$ cat config.mk
export PLATFORM = sky130hd
export DESIGN_NAME = pid_position_motor_drive
export DESIGN_NICKNAME = d
export VERILOG_FILES = /design/src/hdl/pid_pmd_pkg.sv /design/src/hdl/pid_position_motor_drive.sv
export SDC_FILE = /design/constraint.sdc
export NUM_CORES = 2
export LEC_CHECK = 0
export ABC_AREA = 1
export BUFFER_PORTS_ARGS = -buffer_cell sky130_fd_sc_hd__clkbuf_2
export CAP_MARGIN = 20
export CORE_ASPECT_RATIO = 0.5
export CORE_MARGIN = 4
export CORE_UTILIZATION = 40
export CTS_CLUSTER_SIZE = 40
export DETAILED_ROUTE_END_ITERATION = 12
export PLACE_DENSITY = 0.59
export SYNTH_ARGS = -nofsm -noshare
export SYNTH_HDL_FRONTEND = slang
export SYNTH_SLANG_ARGS = --single-unit
$ cat constraint.sdc
create_clock -name clock -period 7.3 [get_ports clock]
set_input_delay 0.73 -clock clock [delete_from_list [all_inputs] [get_ports clock]]
set_output_delay 0.73 -clock clock [all_outputs]
set_load 0.02 [all_outputs]
$ cat src/hdl/pid_pmd_pkg.sv
package pid_pmd_pkg;

   // PWM duty resolution
   localparam int DutyBits = 13;

   // Gain register width and reset values
   localparam int GainBits = 10;
   localparam logic [GainBits-1:0] KpReset = 10'd25;
   localparam logic [GainBits-1:0] KiReset = 10'd0;
   localparam logic [GainBits-1:0] KdReset = 10'd0;

   // Configuration register indexes
   localparam int CsrIndexBits = 2;
   localparam logic [CsrIndexBits-1:0] CsrGainProportional = 2'd0;
   localparam logic [CsrIndexBits-1:0] CsrGainIntegral     = 2'd1;
   localparam logic [CsrIndexBits-1:0] CsrGainDerivative   = 2'd2;

   // Arithmetic widths
   localparam int ErrBits   = 17;
   localparam int IntegBits = 32;
   localparam int DerivBits = 18;
   localparam int ProdPBits = GainBits + 1 + ErrBits;
   localparam int ProdIBits = GainBits + 1 + IntegBits;
   localparam int ProdDBits = GainBits + 1 + DerivBits;
   localparam int DriveBits = ProdIBits + 2;

   typedef struct packed {
      logic signed [15:0] target_position;
      logic signed [15:0] current_position;
   } req_type;

   typedef struct packed {
      logic [DutyBits-1:0] pwm_duty;
      logic                motor_direction;
   } rsp_type;

endpackage

$ cat src/hdl/pid_position_motor_drive.sv
// A beat passes the stage-1, stage-2 and result registers before its response is
// valid. Throughput: one beat per cycle without back-pressure; three register
// stages (error/integral, multiply, sum and clamp) each hold one beat and advance
// independently under back-pressure. Reset (synchronous, active high) empties the
// pipeline, clears the error integral and previous error, loads kp = 25, ki = 0, kd = 0.
module pid_position_motor_drive (
   input  logic                                    clock,
   input  logic                                    reset,
   input  logic                                    req_valid,
   output logic                                    req_ready,
   input  pid_pmd_pkg::req_type                    req_data,
   output logic                                    rsp_valid,
   input  logic                                    rsp_ready,
   output pid_pmd_pkg::rsp_type                    rsp_data,
   input  logic                                    csr_we,
   input  logic [pid_pmd_pkg::CsrIndexBits-1:0]    csr_index,
   input  logic [pid_pmd_pkg::GainBits-1:0]        csr_wdata
);

   localparam int EB = pid_pmd_pkg::ErrBits;
   localparam int IB = pid_pmd_pkg::IntegBits;
   localparam int DB = pid_pmd_pkg::DerivBits;
   localparam int GB = pid_pmd_pkg::GainBits;
   localparam int PPB = pid_pmd_pkg::ProdPBits;
   localparam int PIB = pid_pmd_pkg::ProdIBits;
   localparam int PDB = pid_pmd_pkg::ProdDBits;
   localparam int VB = pid_pmd_pkg::DriveBits;
   localparam int QB = pid_pmd_pkg::DutyBits;

   // Gain registers
   logic [GB-1:0] kp_ff, ki_ff, kd_ff;

   // Controller state, also the stage-1 payload of the newest beat
   logic signed [IB-1:0] error_integral_ff, error_integral_in;
   logic signed [EB-1:0] previous_error_ff, previous_error_in;
   logic signed [DB-1:0] s1_deriv_ff, s1_deriv_in;
   logic                 s1_valid_ff;

   // Stage 2: products and direction
   logic signed [PPB-1:0] s2_prop_ff, s2_prop_in;
   logic signed [PIB-1:0] s2_integ_ff, s2_integ_in;
   logic signed [PDB-1:0] s2_deriv_ff, s2_deriv_in;
   logic                  s2_dir_ff, s2_dir_in;
   logic                  s2_valid_ff;

   // Stage 3: result register
   pid_pmd_pkg::rsp_type rsp_ff, rsp_in;
   logic                 rsp_valid_ff;

   logic en1, en2, en3, accept;
   logic signed [EB-1:0]   err;
   logic signed [IB:0]     integ_sum;
   logic signed [VB-1:0]   drive;
   logic        [VB-1:0]   mag;

   // Stage enables: a stage loads when its successor has room
   assign en3 = !rsp_valid_ff || rsp_ready;
   assign en2 = !s2_valid_ff || en3;
   assign en1 = !s1_valid_ff || en2;
   assign req_ready = en1;
   assign accept = req_valid && en1;

   // Gain writes
   always_ff @(posedge clock) begin
      if (reset) begin
         kp_ff <= pid_pmd_pkg::KpReset;
         ki_ff <= pid_pmd_pkg::KiReset;
         kd_ff <= pid_pmd_pkg::KdReset;
      end else if (csr_we) begin
         unique case (csr_index)
            pid_pmd_pkg::CsrGainProportional: kp_ff <= csr_wdata;
            pid_pmd_pkg::CsrGainIntegral:     ki_ff <= csr_wdata;
            pid_pmd_pkg::CsrGainDerivative:   kd_ff <= csr_wdata;
            default: ;
         endcase
      end
   end

   // Stage 1: error, saturating integral, derivative
   always_comb begin
      err = EB'(req_data.current_position) - EB'(req_data.target_position);
      integ_sum = (IB+1)'(error_integral_ff) + (IB+1)'(err);
      if (integ_sum[IB] != integ_sum[IB-1]) begin
         error_integral_in = integ_sum[IB] ? {1'b1, {(IB-1){1'b0}}}
                                           : {1'b0, {(IB-1){1'b1}}};
      end else begin
         error_integral_in = integ_sum[IB-1:0];
      end
      previous_error_in = err;
      s1_deriv_in = DB'(err) - DB'(previous_error_ff);
   end

   always_ff @(posedge clock) begin
      if (reset) begin
         error_integral_ff <= '0;
         previous_error_ff <= '0;
         s1_valid_ff <= 1'b0;
      end else begin
         if (accept) begin
            error_integral_ff <= error_integral_in;
            previous_error_ff <= previous_error_in;
         end
         if (en1) begin
            s1_valid_ff <= req_valid;
         end
      end
   end

   always_ff @(posedge clock) begin
      if (accept) begin
         s1_deriv_ff <= s1_deriv_in;
      end
   end

   // Stage 2: gain multiplies
   always_comb begin
      s2_prop_in  = $signed({1'b0, kp_ff}) * previous_error_ff;
      s2_integ_in = $signed({1'b0, ki_ff}) * error_integral_ff;
      s2_deriv_in = $signed({1'b0, kd_ff}) * s1_deriv_ff;
      s2_dir_in   = !previous_error_ff[EB-1] && (previous_error_ff != '0);
   end

   always_ff @(posedge clock) begin
      if (reset) begin
         s2_valid_ff <= 1'b0;
      end else if (en2) begin
         s2_valid_ff <= s1_valid_ff;
      end
   end

   always_ff @(posedge clock) begin
      if (en2 && s1_valid_ff) begin
         s2_prop_ff  <= s2_prop_in;
         s2_integ_ff <= s2_integ_in;
         s2_deriv_ff <= s2_deriv_in;
         s2_dir_ff   <= s2_dir_in;
      end
   end

   // Stage 3: sum, magnitude, clamp to duty range
   always_comb begin
      drive = VB'(s2_prop_ff) + VB'(s2_integ_ff) - VB'(s2_deriv_ff);
      mag = drive[VB-1] ? VB'(-drive) : VB'(drive);
      if (mag[VB-1:QB] != '0) begin
         rsp_in.pwm_duty = '1;
      end else begin
         rsp_in.pwm_duty = mag[QB-1:0];
      end
      rsp_in.motor_direction = s2_dir_ff;
   end

   always_ff @(posedge clock) begin
      if (reset) begin
         rsp_valid_ff <= 1'b0;
      end else if (en3) begin
         rsp_valid_ff <= s2_valid_ff;
      end
   end

   always_ff @(posedge clock) begin
      if (en3 && s2_valid_ff) begin
         rsp_ff <= rsp_in;
      end
   end

   assign rsp_valid = rsp_valid_ff;
   assign rsp_data  = rsp_ff;

`ifndef NO_ASSERTIONS
   // An accepted beat always lands in stage 1
   a_accept_fills_s1: assert property (@(posedge clock) disable iff (reset)
      accept |=> s1_valid_ff)
      else $error("accepted beat not held in stage 1");

   // Previous error tracks the error of the last accepted beat
   a_prev_error: assert property (@(posedge clock) disable iff (reset)
      accept |=> previous_error_ff == $past(err))
      else $error("previous error not updated from accepted beat");

   // Direction follows the sign of the stage-1 error
   a_direction: assert property (@(posedge clock) disable iff (reset)
      (s1_valid_ff && en2) |=>
         s2_valid_ff && (s2_dir_ff == ($past(previous_error_ff) > 0)))
      else $error("direction does not match error sign");

   // Full pipeline with a stalled output must refuse input
   a_full_stall: assert property (@(posedge clock) disable iff (reset)
      (s1_valid_ff && s2_valid_ff && rsp_valid_ff && !rsp_ready) |-> !req_ready)
      else $error("input accepted while pipeline is full");
`endif

endmodule
# Word level (Yosys, flattened, before mapping)
# Cells that the tools add are included.
# word_totals
ff_bits,215
latch_bits,0
ram_bits,0
romBits,0
in_bits,49
output_inout_bits,16
word_cells,47
memories,0
# classes
addsub,6
multipliers,3
div_mod_pow,0
magnitude_cmp,0
n_eq_ne,3
n_shift,0
n_mux,3
bitwise,0
reduce_logical,17
# ops
cell,n
two-way mux 32 bit,2
two-way mux 45 bit,1
negation 45 bit,1
subtractor 44 x 29 -> 45 bit,1
adder 28 x 43 -> 44 bit,1
multiplier 11 x 32 -> 43 bit,1
adder 32 x 17 -> 33 bit,1
nonzero test 32 bit,1
multiplier 11 x 18 -> 29 bit,1
multiplier 11 x 17 -> 28 bit,1
subtractor 17 x 17 -> 18 bit,1
nonzero test 17 bit,1
subtractor 16 x 16 -> 17 bit,1
AND reduction 2 bit,3
logical AND 1 bit,4
logical NOT 1 bit,4
logical OR 1 bit,3
equality test 2 x 1 -> 1 bit (second input constant),1
equality test 2 bit (second input constant),1
logical NOT 2 bit,1
!= test 1 bit,1

# Longest topological paths before layout
# logic_depth
word_depth,5
ltp_mapped,32
ltp_nobuf,31

# Worst setup path after synthesis
# No wires, ideal clock.
# synth_path
kind,flip-flop to flip-flop
start,register kd_ff[2]
end,register s2_deriv_ff[25] (data pin)
setup_ns,0.265
arrival_time_ns,5.443
required_ns,7.035
path_slack_ns,1.592
stages_incl_launch_ff,22
path_buffers,2
period_less_slack_ns,5.708
path_cell_list,dfxtp_1 -> clkbuf_1 -> clkbuf_1 -> nand2_1 -> fa_1 -> fa_1 -> fa_1 -> inv_1 -> fa_1 -> inv_1 -> fa_1 -> inv_1 -> ha_1 -> nand2_1 -> o21ai_0 -> a21boi_0 -> o21ai_0 -> a21oi_1 -> o21ai_0 -> a21boi_0 -> o21ai_0 -> xor2_1
# synth_between
elab_chain_len,1
# synth_lines
element,line,text
"start, declared",pid_position_motor_drive.sv:31,"logic [GB-1:0] kp_ff, ki_ff, kd_ff;"
"start signal, assigned",pid_position_motor_drive.sv:68,kd_ff <= pid_pmd_pkg::KdReset;
"start signal, assigned",pid_position_motor_drive.sv:73,pid_pmd_pkg::CsrGainDerivative: kd_ff <= csr_wdata;
multiplier 11 x 18 -> 29 bit,pid_position_motor_drive.sv:119,"s2_deriv_in = $signed({1'b0, kd_ff}) * s1_deriv_ff;"
named net s2_deriv_in[25],pid_position_motor_drive.sv:42,"logic signed [PDB-1:0] s2_deriv_ff, s2_deriv_in;"
"end signal, assigned",pid_position_motor_drive.sv:135,s2_deriv_ff <= s2_deriv_in;
"end, declared",pid_position_motor_drive.sv:42,
# The timed path passes the listed nets, and every way through them passes these cells.
# A chain may end at the register's enable or synchronous reset.

# Worst setup path after layout
# Same ends and word-level chain as after synthesis.

==> summary.txt <==
Yosys
  – Commonest register cell after synthesis: edfxtp_1
  – Synth Net Count: 6,450
  – Cell area after synthesis: 40,800 sq um
  – Netlist cell types: 48
  – Ys async rst share: 0
  – Post-synth top area share: 0.311
  – Post-synth top area cell: fa_1
  – Synth Instances: 5,436
  – Commonest cells in the synthesized netlist: 1,447 x nand2_1, 1,398 x inv_1, 633 x fa_1, 332 x ha_1, 271 x a21oi_1
  – EDFF count, synth: 133
  – Synth area leaders: fa_1 31%, nand2_1 13%, inv_1 13%
  – Register area share after synthesis: 0.138
  – Synth Warn #: 0
  – Mean post-synth cell area: between 7 and 8 sq um
  – Cell with the most instances after synthesis: nand2_1
  – Register bit total from synthesis: approximately 220

Placed design
  – Post-place setup slack: 0.849 ns
  – RD Place Congestion: about 0.92
  – Port buffer count: 64
  – Placed cell area: 42,400 sq um
  – Dpl hpwl: 96.0 mm
  – Cells after DPL: approximately 6,700

Die
  – Core ar.: just over 100,000 sq um
  – Rows: 82
  – Die width: 460 microns
  – Starting Density: 0.405
  – Die height: 234 microns
  – Die area: ~110,000 sq um
  – IO Count: 65

Cells and area
  – Finished Layout Cells: 6,750
  – Multi-input logic area: 29,200 sq um
  – Total area of sequential cells: 5640 sq um
  – Utilization after layout: 0.430
  – Share of cells above drive strength 1: 0.0394
  – Fin area: 43,300 sq um
  – Final net count: roughly 6,400
  – Fillers: 10,200
  – N_diodes: 0
  – Area Overhead vs Synth: 6.08%

Routing
  – Post-route antenna net violation count: 0
  – M1 wire length: 54.1 mm
  – DRT Pass-1 Iters: 5
  – Final wirelength: 114 mm
  – DR WL/cell: ~17 microns
  – Via count: 33,100
  – Drt first-iter violations: between 2,000 and 2,500
  – Top sig layer: met5
  – Met2 wire length: ~47 mm
  – Met3 wire length: 10.6 mm
  – Drt drc: 0
  – Via density: 4.90

Global route
  – First-pass GRT wire length: between 150 and 200 mm
  – Gr usage total: 0.217
  – GRT Residual Overflow: 0
  – Initial antenna violation count: 6
  – Pin count of the biggest net entering global routing: 78
  – Number of global-route vias before repair: 33,900

STA
  – Period utilization: 0.902
  – Final min period: 6.58 ns
  – Final-report hold violation count: 0
  – RSZ-0062 raised after global routing: false
  – Worst hold margin: 0.407 ns
  – Setup_tns: 0 ns
  – Worst-margin pin slew: 1.13 ns
  – Count of pins over their slew limit: 0
  – Setup ws final: about 0.72 ns
  – Final setup vio count: 0
  – Clock skew: 0.0255 ns
  – Slew headroom: 0.245
  – Fmax: 152 MHz

Critical path
  – CP delay by family, top: adder cells
  – WS Path Type: flip-flop to flip-flop
  – Critical path's most frequent cell: o21ai_0
  – Crit path cell chain: nand2_1 > fa_1 > inv_1 > fa_1 > ha_1 > fa_1 > inv_1 > fa_1 > inv_1 > ha_1 > nand2_1 > o21ai_0 > nor2_1 > o21ai_0 > a21boi_0 > o21ai_0 > a21oi_1 > o21ai_0 > a21boi_0 > o21ai_0 > xor2_1
  – FF-to-FF Start: kd_ff[2]
  – Reg2reg setup slack: 0.72 ns
  – CP bufs+invs: 3
  – CP Capture Type: flip-flop
  – CP max-delay cell: dfxtp_1
  – CP startpoint kind: flip-flop
  – CP required: 7.62 ns
  – Crit-path max cell delay: 0.84 ns
  – CP Data Arrival Time: 6.90 ns
  – Reg2Reg Depth: 21
  – FF-to-FF End: s2_deriv_ff[25]
  – CP Max Fanout: 19

Clock network
  – Clock Latency Late Sink: 0.60 ns
  – # resized after CTS: 0
  – Post-CTS Hold Fix Bufs: 0
  – # clock sinks: ~220
  – CTS buffer count: 26
  – Clock slew at reported path FFs: 0.06 ns
  – TritonCTS clock tree: built
  – CTS root buffer: clkbuf_16
  – CTS max path bufs: 3
  – Setup Buffers After CTS: 0
  – CTS H-tree lvls: 1

Pwr
  – Power density cells: about 290 nW/um^2
  – Tot Pwr: between 10 and 15 mW
  – Total leakage power: 23.4 nW
  – Peak supply drop: 232 uV

Status
  – Outcome: complete, no violations

Worst hold path
  – Worst hold path class: input port to flip-flop
  – Hold Path End: kp_ff[0]
  – HP Start: csr_wdata[0]
  – Hold path depth: 3

Job
  – MaxCap Viol Count: 0
[layout make-up]
cell class / instances / area share
Tap cell: 1344 / 0.0389
Clock buffer: 30 / 0.0154
Timing Repair Buffer: 101 / 0.0143
Sequential cell: 215 / 0.130
Inverter: 1419 / 0.123
Multi-Input combinational cell: 3623 / 0.674
Clock inverter: 18 / 0.00460
[cells by family (layout without fill, tap and decap cells)]
family,Yosys count,in the layout,share of synthesized area
DFF,215,215,0.138
xor gates and xnor gates,180,180,0.0386
and+or+nand+nor,1961,1961,0.194
buffers and inverters,1598,1568,0.148
AOI/OAI and AO/OA,517,517,0.0689
adders and majority gates,965,965,0.412
[layout by cell type, fill, tap and decap left out, types with 9 or more instances in the layout]
master | synthesis | routed
a21boi_0 | 16 | 16
a21o_1 | 9 | 9
a21oi_1 | 271 | 270
a31oi_1 | 11 | 11
buf_4 | 0 | 36
clkbuf_16 | 0 | 26
clkbuf_2 | 0 | 64
dfxtp_1 | 82 | 80
edfxtp_1 | 133 | 133
fa_1 | 633 | 633
ha_1 | 332 | 332
inv_1 | 1398 | 1396
inv_2 | 16 | 17
nand2_1 | 1447 | 1447
nand2_2 | 14 | 14
nand3_1 | 148 | 148
nand3_2 | 16 | 16
nand3b_1 | 9 | 9
nand4_1 | 33 | 33
nor2_1 | 239 | 238
nor2_2 | 10 | 11
nor3_1 | 26 | 26
o21ai_0 | 153 | 153
o21bai_1 | 13 | 13
xnor2_1 | 71 | 71
xor2_1 | 109 | 109
[tightest hold or removal path, stage by stage]
cell	delay [ns]
clkbuf_2	0.12
nand2_1	0.06
nand3_1	0.05
[worst max-delay path by stage]
stage / slack (ns) / cells after the start / from / end
floorplan: 1.59 / 21 / kd_ff[2] / s2_deriv_ff[25]
global placement: 1.03 / 21 / kd_ff[2] / s2_deriv_ff[27]
detailed placement: 0.85 / 21 / kd_ff[2] / s2_deriv_ff[25]
CTS: 0.81 / 21 / kd_ff[2] / s2_deriv_ff[25]
global route: 0.23 / 21 / kd_ff[2] / s2_deriv_ff[25]
finish: 0.72 / 21 / kd_ff[2] / s2_deriv_ff[25]
[power breakdown]
part / switching [mW] / leakage [nW] / internal, mW / total, mW
combinational: 5.94 / 21.1 / 2.97 / 8.90
sequential: 0.513 / 1.91 / 1.62 / 2.13
clock: 0.586 / 0.407 / 0.741 / 1.33
total: 7.04 / 23.4 / 5.33 / 12.4
[flip-flops by register name (all words and copies together) (netlist names)]
signal / count
rsp_valid: 1
error_integral_ff: 32
rsp_data: 14
s1_deriv_ff: 18
s2_deriv_ff: 29
s2_dir_ff: 1
kp_ff: 10
previous_error_ff: 17
ki_ff: 10
s1_valid_ff: 1
s2_valid_ff: 1
s2_integ_ff: 43
s2_prop_ff: 28
kd_ff: 10
[metal layers]
| layer | GRT usage | vias to the layer above |
|---|---|---|
| li1 | - | 16100 |
| met1 | 0.311 | 16000 |
| met2 | 0.330 | 853 |
| met3 | 0.0611 | 111 |
| met4 | 0.0395 | 2 |
| met5 | 0 | - |
Note: power is estimated with default switching activity, not from simulation.
